==> src/rtl/piem_pkg.sv <==
// types, constants and helper functions for the pad input event merger
// no dependencies; imported by pad_input_event_merger_top
`default_nettype none

package piem_pkg;

    localparam int NUM_ZONES = 10;
    localparam int CFG_IDX_W = 4;
    localparam int SIZE_W    = 12;
    localparam int PCT_W     = 7;
    localparam int PROD_W    = SIZE_W + PCT_W;

    localparam logic [CFG_IDX_W-1:0] CFG_PANEL_WIDTH  = CFG_IDX_W'(0);
    localparam logic [CFG_IDX_W-1:0] CFG_PANEL_HEIGHT = CFG_IDX_W'(1);

    localparam logic [SIZE_W-1:0] PANEL_WIDTH_RESET  = 12'd480;
    localparam logic [SIZE_W-1:0] PANEL_HEIGHT_RESET = 12'd720;
    localparam logic [PCT_W-1:0]  PCT_FULL           = 7'd100;

    localparam logic [4:0] EV_KEY = 5'd1;
    localparam logic [4:0] EV_ABS = 5'd3;

    localparam logic [9:0] ABS_X        = 10'd0;
    localparam logic [9:0] ABS_Y        = 10'd1;
    localparam logic [9:0] ABS_MT_X     = 10'd53;
    localparam logic [9:0] ABS_MT_Y     = 10'd54;
    localparam logic [9:0] ABS_MT_TRACK = 10'd57;

    localparam logic [9:0] CODE_TOUCH       = 10'd330;
    localparam logic [9:0] CODE_NAV_UP      = 10'd103;
    localparam logic [9:0] CODE_VOL_UP      = 10'd115;
    localparam logic [9:0] CODE_NAV_DOWN    = 10'd108;
    localparam logic [9:0] CODE_VOL_DOWN    = 10'd114;
    localparam logic [9:0] CODE_NAV_LEFT    = 10'd105;
    localparam logic [9:0] CODE_PREV_TRACK  = 10'd165;
    localparam logic [9:0] CODE_NAV_RIGHT   = 10'd106;
    localparam logic [9:0] CODE_CONFIRM     = 10'd28;
    localparam logic [9:0] CODE_PLAY_TOGGLE = 10'd164;
    localparam logic [9:0] CODE_NEXT_TRACK  = 10'd163;
    localparam logic [9:0] CODE_ERASE       = 10'd14;
    localparam logic [9:0] CODE_HALT        = 10'd128;
    localparam logic [9:0] CODE_BLANK       = 10'd57;
    localparam logic [9:0] CODE_NEXT_FIELD  = 10'd15;
    localparam logic [9:0] CODE_CANCEL      = 10'd1;
    localparam logic [9:0] CODE_PWR         = 10'd116;

    localparam logic [2:0] BIT_UP     = 3'd0;
    localparam logic [2:0] BIT_DOWN   = 3'd1;
    localparam logic [2:0] BIT_LEFT   = 3'd2;
    localparam logic [2:0] BIT_RIGHT  = 3'd3;
    localparam logic [2:0] BIT_A      = 3'd4;
    localparam logic [2:0] BIT_B      = 3'd5;
    localparam logic [2:0] BIT_START  = 3'd6;
    localparam logic [2:0] BIT_SELECT = 3'd7;

    localparam int ZONE_VOL_DOWN = 8;
    localparam int ZONE_VOL_UP   = 9;

    localparam logic [10:0] VOL_STEP   = 11'd10;
    localparam logic [10:0] VOL_MAX    = 11'd1024;
    localparam logic [10:0] VOL_RESET  = 11'd20;
    localparam logic [4:0]  HOLD_FIRST = 5'd25;
    localparam logic [4:0]  HOLD_LAST  = 5'd29;

    typedef struct packed {
        logic               mode;
        logic [4:0]         event_type;
        logic [9:0]         event_code;
        logic signed [31:0] event_value;
    } t_in_item;

    typedef struct packed {
        logic [7:0]  buttons;
        logic [9:0]  zone_hits;
        logic [10:0] volume;
        logic        quit;
    } t_out_item;

    typedef struct packed {
        logic [PCT_W-1:0] x0;
        logic [PCT_W-1:0] y0;
        logic [PCT_W-1:0] x1;
        logic [PCT_W-1:0] y1;
        logic [3:0]       hit_bit;
    } t_zone;

    localparam t_zone ZONE_TAB [NUM_ZONES] = '{
        '{7'd11, 7'd62, 7'd27, 7'd72,  4'd0},
        '{7'd11, 7'd82, 7'd27, 7'd92,  4'd1},
        '{7'd1,  7'd72, 7'd16, 7'd82,  4'd2},
        '{7'd23, 7'd72, 7'd38, 7'd82,  4'd3},
        '{7'd76, 7'd64, 7'd96, 7'd76,  4'd4},
        '{7'd56, 7'd76, 7'd76, 7'd88,  4'd5},
        '{7'd30, 7'd93, 7'd50, 7'd100, 4'd7},
        '{7'd52, 7'd93, 7'd72, 7'd100, 4'd6},
        '{7'd35, 7'd62, 7'd49, 7'd72,  4'd8},
        '{7'd51, 7'd62, 7'd65, 7'd72,  4'd9}
    };

    // edge in hundredths times panel size, compared against 100 * (pos + 1)
    function automatic logic [PROD_W-1:0] edge_prod(
        input logic [PCT_W-1:0]  pct,
        input logic [SIZE_W-1:0] size
    );
        logic [PROD_W-1:0] p;
        p = PROD_W'(pct) * PROD_W'(size);
        return p;
    endfunction

    function automatic logic [10:0] vol_up(input logic [10:0] v);
        logic [11:0] s;
        s = 12'(v) + 12'(VOL_STEP);
        return (s > 12'(VOL_MAX)) ? VOL_MAX : s[10:0];
    endfunction

    function automatic logic [10:0] vol_down(input logic [10:0] v);
        return (v > VOL_STEP) ? (v - VOL_STEP) : 11'd0;
    endfunction

    function automatic logic [4:0] hold_next(input logic [4:0] c);
        return (c >= HOLD_LAST) ? HOLD_FIRST : (c + 5'd1);
    endfunction

endpackage

`default_nettype wire

==> src/rtl/pad_input_event_merger_top.sv <==
// pad input event merger: events update touch, key and quit state in the accept cycle;
// an end-of-poll transaction lands in the output register in the cycle after accept
// throughput one transaction per cycle; input stalls only while a result is held
// and the output is stalled. zone edges are kept as products refreshed on config write
// synchronous active-low reset; volume resets to 20, panel to 480 by 720
// depends on piem_pkg
`default_nettype none

module pad_input_event_merger_top
    import piem_pkg::*;
(
    input  wire logic                 i_clk,
    input  wire logic                 i_rst_n,
    input  wire logic                 i_in_valid,
    output logic                      o_in_stall,
    input  wire t_in_item             i_in,
    output logic                      o_out_valid,
    input  wire logic                 i_out_stall,
    output t_out_item                 o_out,
    input  wire logic                 i_cfg_valid,
    output logic                      o_cfg_ready,
    input  wire logic [CFG_IDX_W-1:0] i_cfg_index,
    input  wire logic [SIZE_W-1:0]    i_cfg_data
);

    logic [PROD_W-1:0] r_x0p [NUM_ZONES];
    logic [PROD_W-1:0] r_x1p [NUM_ZONES];
    logic [PROD_W-1:0] r_y0p [NUM_ZONES];
    logic [PROD_W-1:0] r_y1p [NUM_ZONES];

    logic signed [31:0] r_touch_x, n_touch_x;
    logic signed [31:0] r_touch_y, n_touch_y;
    logic               r_finger, n_finger;
    logic               r_moved, n_moved;
    logic [7:0]         r_keys, n_keys;
    logic [9:0]         r_zone, n_zone;
    logic               r_quit, n_quit;
    logic [10:0]        r_vol, n_vol;
    logic [4:0]         r_plus_cnt, n_plus_cnt;
    logic [4:0]         r_minus_cnt, n_minus_cnt;
    logic               r_out_valid;
    t_out_item          r_out, n_out;

    logic              in_acc;
    logic              key_hit;
    logic [2:0]        key_bit;
    logic              quit_key;
    logic              touch_key;
    logic              pressed;
    logic              x_neg, x_big, y_neg, y_big;
    logic [PROD_W-1:0] x_scl, y_scl;
    logic [9:0]        hits;
    logic [9:0]        zone_now;
    logic [10:0]       vol_mid;

    assign o_cfg_ready = 1'b1;
    assign o_in_stall  = r_out_valid && i_out_stall;
    assign in_acc      = i_in_valid && !o_in_stall;
    assign o_out_valid = r_out_valid;
    assign o_out       = r_out;
    assign pressed     = |i_in.event_value;

    always_comb begin
        key_hit   = 1'b0;
        key_bit   = BIT_UP;
        quit_key  = 1'b0;
        touch_key = 1'b0;
        unique case (i_in.event_code)
            CODE_TOUCH:                     touch_key = 1'b1;
            CODE_NAV_UP, CODE_VOL_UP:       begin key_hit = 1'b1; key_bit = BIT_UP; end
            CODE_NAV_DOWN, CODE_VOL_DOWN:   begin key_hit = 1'b1; key_bit = BIT_DOWN; end
            CODE_NAV_LEFT, CODE_PREV_TRACK: begin key_hit = 1'b1; key_bit = BIT_LEFT; end
            CODE_NAV_RIGHT:                 begin key_hit = 1'b1; key_bit = BIT_RIGHT; end
            CODE_CONFIRM, CODE_PLAY_TOGGLE: begin key_hit = 1'b1; key_bit = BIT_A; end
            CODE_NEXT_TRACK, CODE_ERASE, CODE_HALT: begin
                key_hit = 1'b1;
                key_bit = BIT_B;
            end
            CODE_BLANK:                     begin key_hit = 1'b1; key_bit = BIT_START; end
            CODE_NEXT_FIELD:                begin key_hit = 1'b1; key_bit = BIT_SELECT; end
            CODE_CANCEL, CODE_PWR:          quit_key = 1'b1;
            default: ;
        endcase
    end

    // negative positions and positions beyond the SIZE_W range clamp to always-below or always-above
    always_comb begin
        x_neg = r_touch_x[31];
        x_big = !r_touch_x[31] && (|r_touch_x[30:SIZE_W]);
        y_neg = r_touch_y[31];
        y_big = !r_touch_y[31] && (|r_touch_y[30:SIZE_W]);
        x_scl = PROD_W'(PCT_FULL) * (PROD_W'(r_touch_x[SIZE_W-1:0]) + PROD_W'(1));
        y_scl = PROD_W'(PCT_FULL) * (PROD_W'(r_touch_y[SIZE_W-1:0]) + PROD_W'(1));
    end

    always_comb begin
        hits = '0;
        for (int i = 0; i < NUM_ZONES; i++) begin
            if (r_finger
                && !x_neg && (x_big || x_scl > r_x0p[i])
                && (x_neg || (!x_big && x_scl <= r_x1p[i]))
                && !y_neg && (y_big || y_scl > r_y0p[i])
                && (y_neg || (!y_big && y_scl <= r_y1p[i]))) begin
                hits[ZONE_TAB[i].hit_bit] = 1'b1;
            end
        end
    end

    always_comb begin
        n_touch_x   = r_touch_x;
        n_touch_y   = r_touch_y;
        n_finger    = r_finger;
        n_moved     = r_moved;
        n_keys      = r_keys;
        n_zone      = r_zone;
        n_quit      = r_quit;
        n_vol       = r_vol;
        n_plus_cnt  = r_plus_cnt;
        n_minus_cnt = r_minus_cnt;
        zone_now    = r_moved ? hits : r_zone;
        vol_mid     = r_vol;

        if (zone_now[ZONE_VOL_UP]) begin
            if (r_plus_cnt == 5'd0 || r_plus_cnt == HOLD_FIRST) begin
                vol_mid = vol_up(r_vol);
            end
        end
        n_out.volume = vol_mid;
        if (zone_now[ZONE_VOL_DOWN]) begin
            if (r_minus_cnt == 5'd0 || r_minus_cnt == HOLD_FIRST) begin
                n_out.volume = vol_down(vol_mid);
            end
        end
        n_out.buttons   = r_keys | zone_now[7:0];
        n_out.zone_hits = zone_now;
        n_out.quit      = r_quit;

        if (in_acc) begin
            if (i_in.mode) begin
                n_zone      = zone_now;
                n_vol       = n_out.volume;
                n_plus_cnt  = zone_now[ZONE_VOL_UP] ? hold_next(r_plus_cnt) : 5'd0;
                n_minus_cnt = zone_now[ZONE_VOL_DOWN] ? hold_next(r_minus_cnt) : 5'd0;
                n_quit      = 1'b0;
                n_moved     = 1'b0;
            end else if (i_in.event_type == EV_ABS) begin
                unique case (i_in.event_code)
                    ABS_X, ABS_MT_X: begin
                        n_touch_x = i_in.event_value;
                        n_moved   = 1'b1;
                    end
                    ABS_Y, ABS_MT_Y: begin
                        n_touch_y = i_in.event_value;
                        n_moved   = 1'b1;
                    end
                    ABS_MT_TRACK: begin
                        n_finger = !i_in.event_value[31];
                        n_moved  = 1'b1;
                    end
                    default: ;
                endcase
            end else if (i_in.event_type == EV_KEY) begin
                if (touch_key) begin
                    n_finger = pressed;
                    n_moved  = 1'b1;
                end
                if (key_hit) begin
                    n_keys[key_bit] = pressed;
                end
                if (quit_key && pressed) begin
                    n_quit = 1'b1;
                end
            end
        end
    end

    always_ff @(posedge i_clk) begin
        if (!i_rst_n) begin
            for (int i = 0; i < NUM_ZONES; i++) begin
                r_x0p[i] <= edge_prod(ZONE_TAB[i].x0, PANEL_WIDTH_RESET);
                r_x1p[i] <= edge_prod(ZONE_TAB[i].x1, PANEL_WIDTH_RESET);
                r_y0p[i] <= edge_prod(ZONE_TAB[i].y0, PANEL_HEIGHT_RESET);
                r_y1p[i] <= edge_prod(ZONE_TAB[i].y1, PANEL_HEIGHT_RESET);
            end
        end else if (i_cfg_valid && o_cfg_ready) begin
            for (int i = 0; i < NUM_ZONES; i++) begin
                if (i_cfg_index == CFG_PANEL_WIDTH) begin
                    r_x0p[i] <= edge_prod(ZONE_TAB[i].x0, i_cfg_data);
                    r_x1p[i] <= edge_prod(ZONE_TAB[i].x1, i_cfg_data);
                end
                if (i_cfg_index == CFG_PANEL_HEIGHT) begin
                    r_y0p[i] <= edge_prod(ZONE_TAB[i].y0, i_cfg_data);
                    r_y1p[i] <= edge_prod(ZONE_TAB[i].y1, i_cfg_data);
                end
            end
        end
    end

    always_ff @(posedge i_clk) begin
        if (!i_rst_n) begin
            r_touch_x   <= '0;
            r_touch_y   <= '0;
            r_finger    <= 1'b0;
            r_moved     <= 1'b0;
            r_keys      <= '0;
            r_zone      <= '0;
            r_quit      <= 1'b0;
            r_vol       <= VOL_RESET;
            r_plus_cnt  <= '0;
            r_minus_cnt <= '0;
            r_out_valid <= 1'b0;
        end else begin
            r_touch_x   <= n_touch_x;
            r_touch_y   <= n_touch_y;
            r_finger    <= n_finger;
            r_moved     <= n_moved;
            r_keys      <= n_keys;
            r_zone      <= n_zone;
            r_quit      <= n_quit;
            r_vol       <= n_vol;
            r_plus_cnt  <= n_plus_cnt;
            r_minus_cnt <= n_minus_cnt;
            if (in_acc && i_in.mode) begin
                r_out_valid <= 1'b1;
            end else if (!i_out_stall) begin
                r_out_valid <= 1'b0;
            end
        end
    end

    always_ff @(posedge i_clk) begin
        if (in_acc && i_in.mode) begin
            r_out <= n_out;
        end
    end

endmodule

`default_nettype wire
==> config.mk <==
export PLATFORM = sky130hd
export DESIGN_NAME = pad_input_event_merger_top
export DESIGN_NICKNAME = d
export VERILOG_FILES = /design/src/rtl/piem_pkg.sv /design/src/rtl/pad_input_event_merger_top.sv
export SDC_FILE = /design/constraint.sdc
export NUM_CORES = 2
export LEC_CHECK = 0
export BUFFER_PORTS_ARGS = -buffer_cell sky130_fd_sc_hd__buf_2
export CAP_MARGIN = 40
export CORE_MARGIN = 2
export CORE_UTILIZATION = 59
export DETAILED_ROUTE_END_ITERATION = 10
export GPL_TIMING_DRIVEN = 0
export PLACE_DENSITY_LB_ADDON = 0.2
export SLEW_MARGIN = 20
export SYNTH_ARGS = -nofsm -noshare
export SYNTH_HDL_FRONTEND = slang
export SYNTH_SLANG_ARGS = --single-unit
==> constraint.sdc <==
create_clock -name i_clk -period 16.8 [get_ports i_clk]
set_clock_uncertainty 0.2 [all_clocks]
set_input_delay 1.68 -clock i_clk [delete_from_list [all_inputs] [get_ports i_clk]]
set_output_delay 1.68 -clock i_clk [all_outputs]
set_load 0.05 [all_outputs]
==> results.json <==
{
  "status": "finished clean",
  "p_leak_nw": 22.9,
  "slew-limit-headroom_pct": 37.5,
  "powerDensity_nw_per_um2": 83.3,
  "finalSetupTns_ns": 0,
  "synth_top_area_share_pct": 24.9,
  "layout.cells.non_filler": 5687,
  "hp-class": "flop to flop",
  "ys_warn_count": 0,
  "rows": 98,
  "initial_utilization_pct": 59.9,
  "cts_buffer_depth": 3,
  "nets": 5688,
  "grt_setup_unrepaired": "false",
  "power.internal_mw": 2.54,
  "grt_pass1_vias": 33500,
  "numCtsBuffers": 55,
  "required_ns": 16.97,
  "p_switching_mw": 1.44,
  "post_cts_buffers": 0,
  "clk_latency_ns": 0.63,
  "die_w_um": 274,
  "end_kind": "flop",
  "synth_seq_cells": 463,
  "num_vias": 34200,
  "ys.flop_type": "edfxtp_1",
  "critPathMaxStageDelay_ns": 0.69,
  "p_comb_share_pct": 37.1,
  "firstDrtPassIters": 6,
  "multi_input_area_um2": 27200,
  "slew_viol_final": 0,
  "crit_path_top_delay_cell": "clkbuf_1",
  "ant_nets": 0,
  "pre_cts_ws_ns": 6.19,
  "vdd_drop_max_mv": 0.0808,
  "cts_tree": "built",
  "cts_root_buf": "clkbuf_16",
  "cp_common_cell": "ha_1",
  "timing.final.ws_setup_ns": 5.73,
  "critPathMaxFanout": 10,
  "postCtsHoldBufs": 0,
  "regArea_um2": 12800,
  "p_seq_share_pct": 32.8,
  "ys_top_cells_by_area": "edfxtp_1, ha_1, fa_1",
  "ys_types": 95,
  "top_level_ports": 102,
  "drc": 0,
  "cap_viol_max_count": 0,
  "cts-htree-levels": 2,
  "postCtsResizedCells": 0,
  "syn2layout_area_growth_pct": 11.1,
  "synthCells": 4470,
  "syn_area_um2": 43000,
  "period_needed_ns": 11.07,
  "vias_per_cell": 6.02,
  "grt_overflow": 0,
  "synth_nets": 5467,
  "yosysMostFrequentCell": "inv_1",
  "switching_share_pct": 36.2,
  "routedWlPerCell_um": 23.2,
  "synth_top_area_cell": "edfxtp_1",
  "gp_congestion": 0.978,
  "grt_use_total_pct": 35.5,
  "tightest_slew_ns": 0.938,
  "drt-initial-drc-count": 2877,
  "die_h_um": 274,
  "reg2reg_slack_ns": 5.73,
  "synth-seq-area-share_pct": 29.9,
  "path_clk_slew_ns": 0.07,
  "p_clk_share_pct": 30.1,
  "cp-start-kind": "flop",
  "grt_start_max_net_pins": 55,
  "synth_edf_count": 356,
  "grt_pass1_wl_mm": 198,
  "dpl.hpwl_mm": 104,
  "fmax_mhz": 90.3,
  "syn_area_per_cell_um2": 9.61,
  "async_flop_share_pct": 0,
  "critical_path_arrival_ns": 11.24,
  "synth_common_cells": "inv_1, ha_1, edfxtp_1",
  "port_buffers": 99,
  "setup_viol": 0,
  "min_period_over_period_pct": 65.9,
  "core_um2": 71700,
  "n_fill_cell": 5758,
  "dp.cells": 5582,
  "drive_above_1_share_pct": 6.80,
  "antenna_found_initial": 3,
  "hold_viol": 0,
  "critPathKind": "flop to flop",
  "dieArea_um2": 75000,
  "wirelength_mm": 132,
  "cts.sinks": 463
}
routing by layer:
metal	vias to the layer above	share of wire (%)	track usage [%]
met4	2	6.0	17.5
li1	16000	-	-
met3	392	9.6	6.47
met1	16300	40	45.5
met2	1546	45	57.6
met5	-	0.0099	0
registers in the layout, indices dropped and copies added, names as in the netlist, 11 cells and up:
register	flops
r_x1p	101
r_vol	11
r_y1p	71
r_touch_x	32
r_touch_y	32
r_y0p	55
o_out	30
r_x0p	99
logic make-up (layout without fill, tap and decap cells):
group                      count (synthesis)  after routing  share of synthesized area [%]
and+or+nand+nor                         1092           1092                           12.9
adders and majority gates                932            932                           30.3
AOI/OAI and AO/OA                        839            839                           13.0
buffers and inverters                    829           1095                           7.29
DFF                                      463            463                           29.9
xor gates and xnor gates                 241            241                           4.96
muxes                                     73             73                           1.70
other                                      1              2                        0.00873
cell type report:
cell class                      instances  area share [%]
Clock inverter                         36           0.640
Clock buffer                           66            3.04
Inverter                              751            5.91
Buffer                                 78           0.661
Tap cell                              950            2.49
Sequential cell                       463            26.9
Antenna cell                            1         0.00524
Timing Repair Buffer                  164            3.33
Multi-Input combinational cell       3178            57.0
cell usage in the layout (no fill, tap or decap), types with 9 or more instances in the layout:
cell       count
and2_1        47
a21o_1       137
and4_1        10
nor2b_1      123
xor2_1        49
mux2i_1       72
nand3b_1       9
nand2b_1      45
fa_1         182
a21oi_1      222
a31oi_1       27
o21a_1        79
o21ai_0      138
buf_2        109
nor2_1       278
nand3_1       70
xnor2_2       14
edfxtp_1     356
nand2_1      237
o21bai_1      79
xnor2_1      171
buf_16        24
nor4_1        43
a211oi_1      12
buf_6         22
nor3_1        54
and3_1        22
nand4_1       77
nor3b_1        9
clkbuf_1      77
a2111oi_0     12
or3_1         21
ha_1         745
dfxtp_1      107
clkbuf_16     56
or2_2         16
a221o_1        9
inv_1        744
metrics by stage:
step	util, %	instance area, um^2	hold WS [ns]	power (mW)
floorplan	-	43000	0.209	2.38
global placement	62.2	44600	0.223	2.74
detailed placement	64.1	46000	0.222	2.77
CTS	66.5	47700	0.235	3.96
global route	66.5	47700	0.252	4.17
finish	66.5	47700	0.238	3.98
power groups by stage:
stage | Clock, mW | Combinational [mW] | Sequential (mW)
floorplan | 0 | 1.03 | 1.34
global placement | 0 | 1.40 | 1.34
detailed placement | 0 | 1.44 | 1.33
CTS | 1.20 | 1.45 | 1.30
global route | 1.24 | 1.62 | 1.31
finish | 1.20 | 1.48 | 1.30
final timing paths:
| check | start | to | depth (start not counted) |
|---|---|---|---|
| setup reg to reg | r_touch_x[0]$_SDFFE_PN0P_ | o_out[1]$_DFFE_PP_ | 37 |
| hold reg to reg | r_quit$_SDFFE_PN0P_ | o_out[0]$_DFFE_PP_ | 0 |
| setup / recovery | r_touch_x[0]$_SDFFE_PN0P_ | o_out[1]$_DFFE_PP_ | 37 |
| hold / removal | r_quit$_SDFFE_PN0P_ | o_out[0]$_DFFE_PP_ | 0 |
worst max-delay path, delay by kind of cell (launching register included):
family	cells	cell delay, ns
buf+inv	9	2.90
flops	1	0.55
fa+ha+maj	7	2.65
xor+xnor	2	0.34
compound gates	12	2.67
simple gates	7	1.52
No activity file was read; power rests on OpenSTA's default activity.
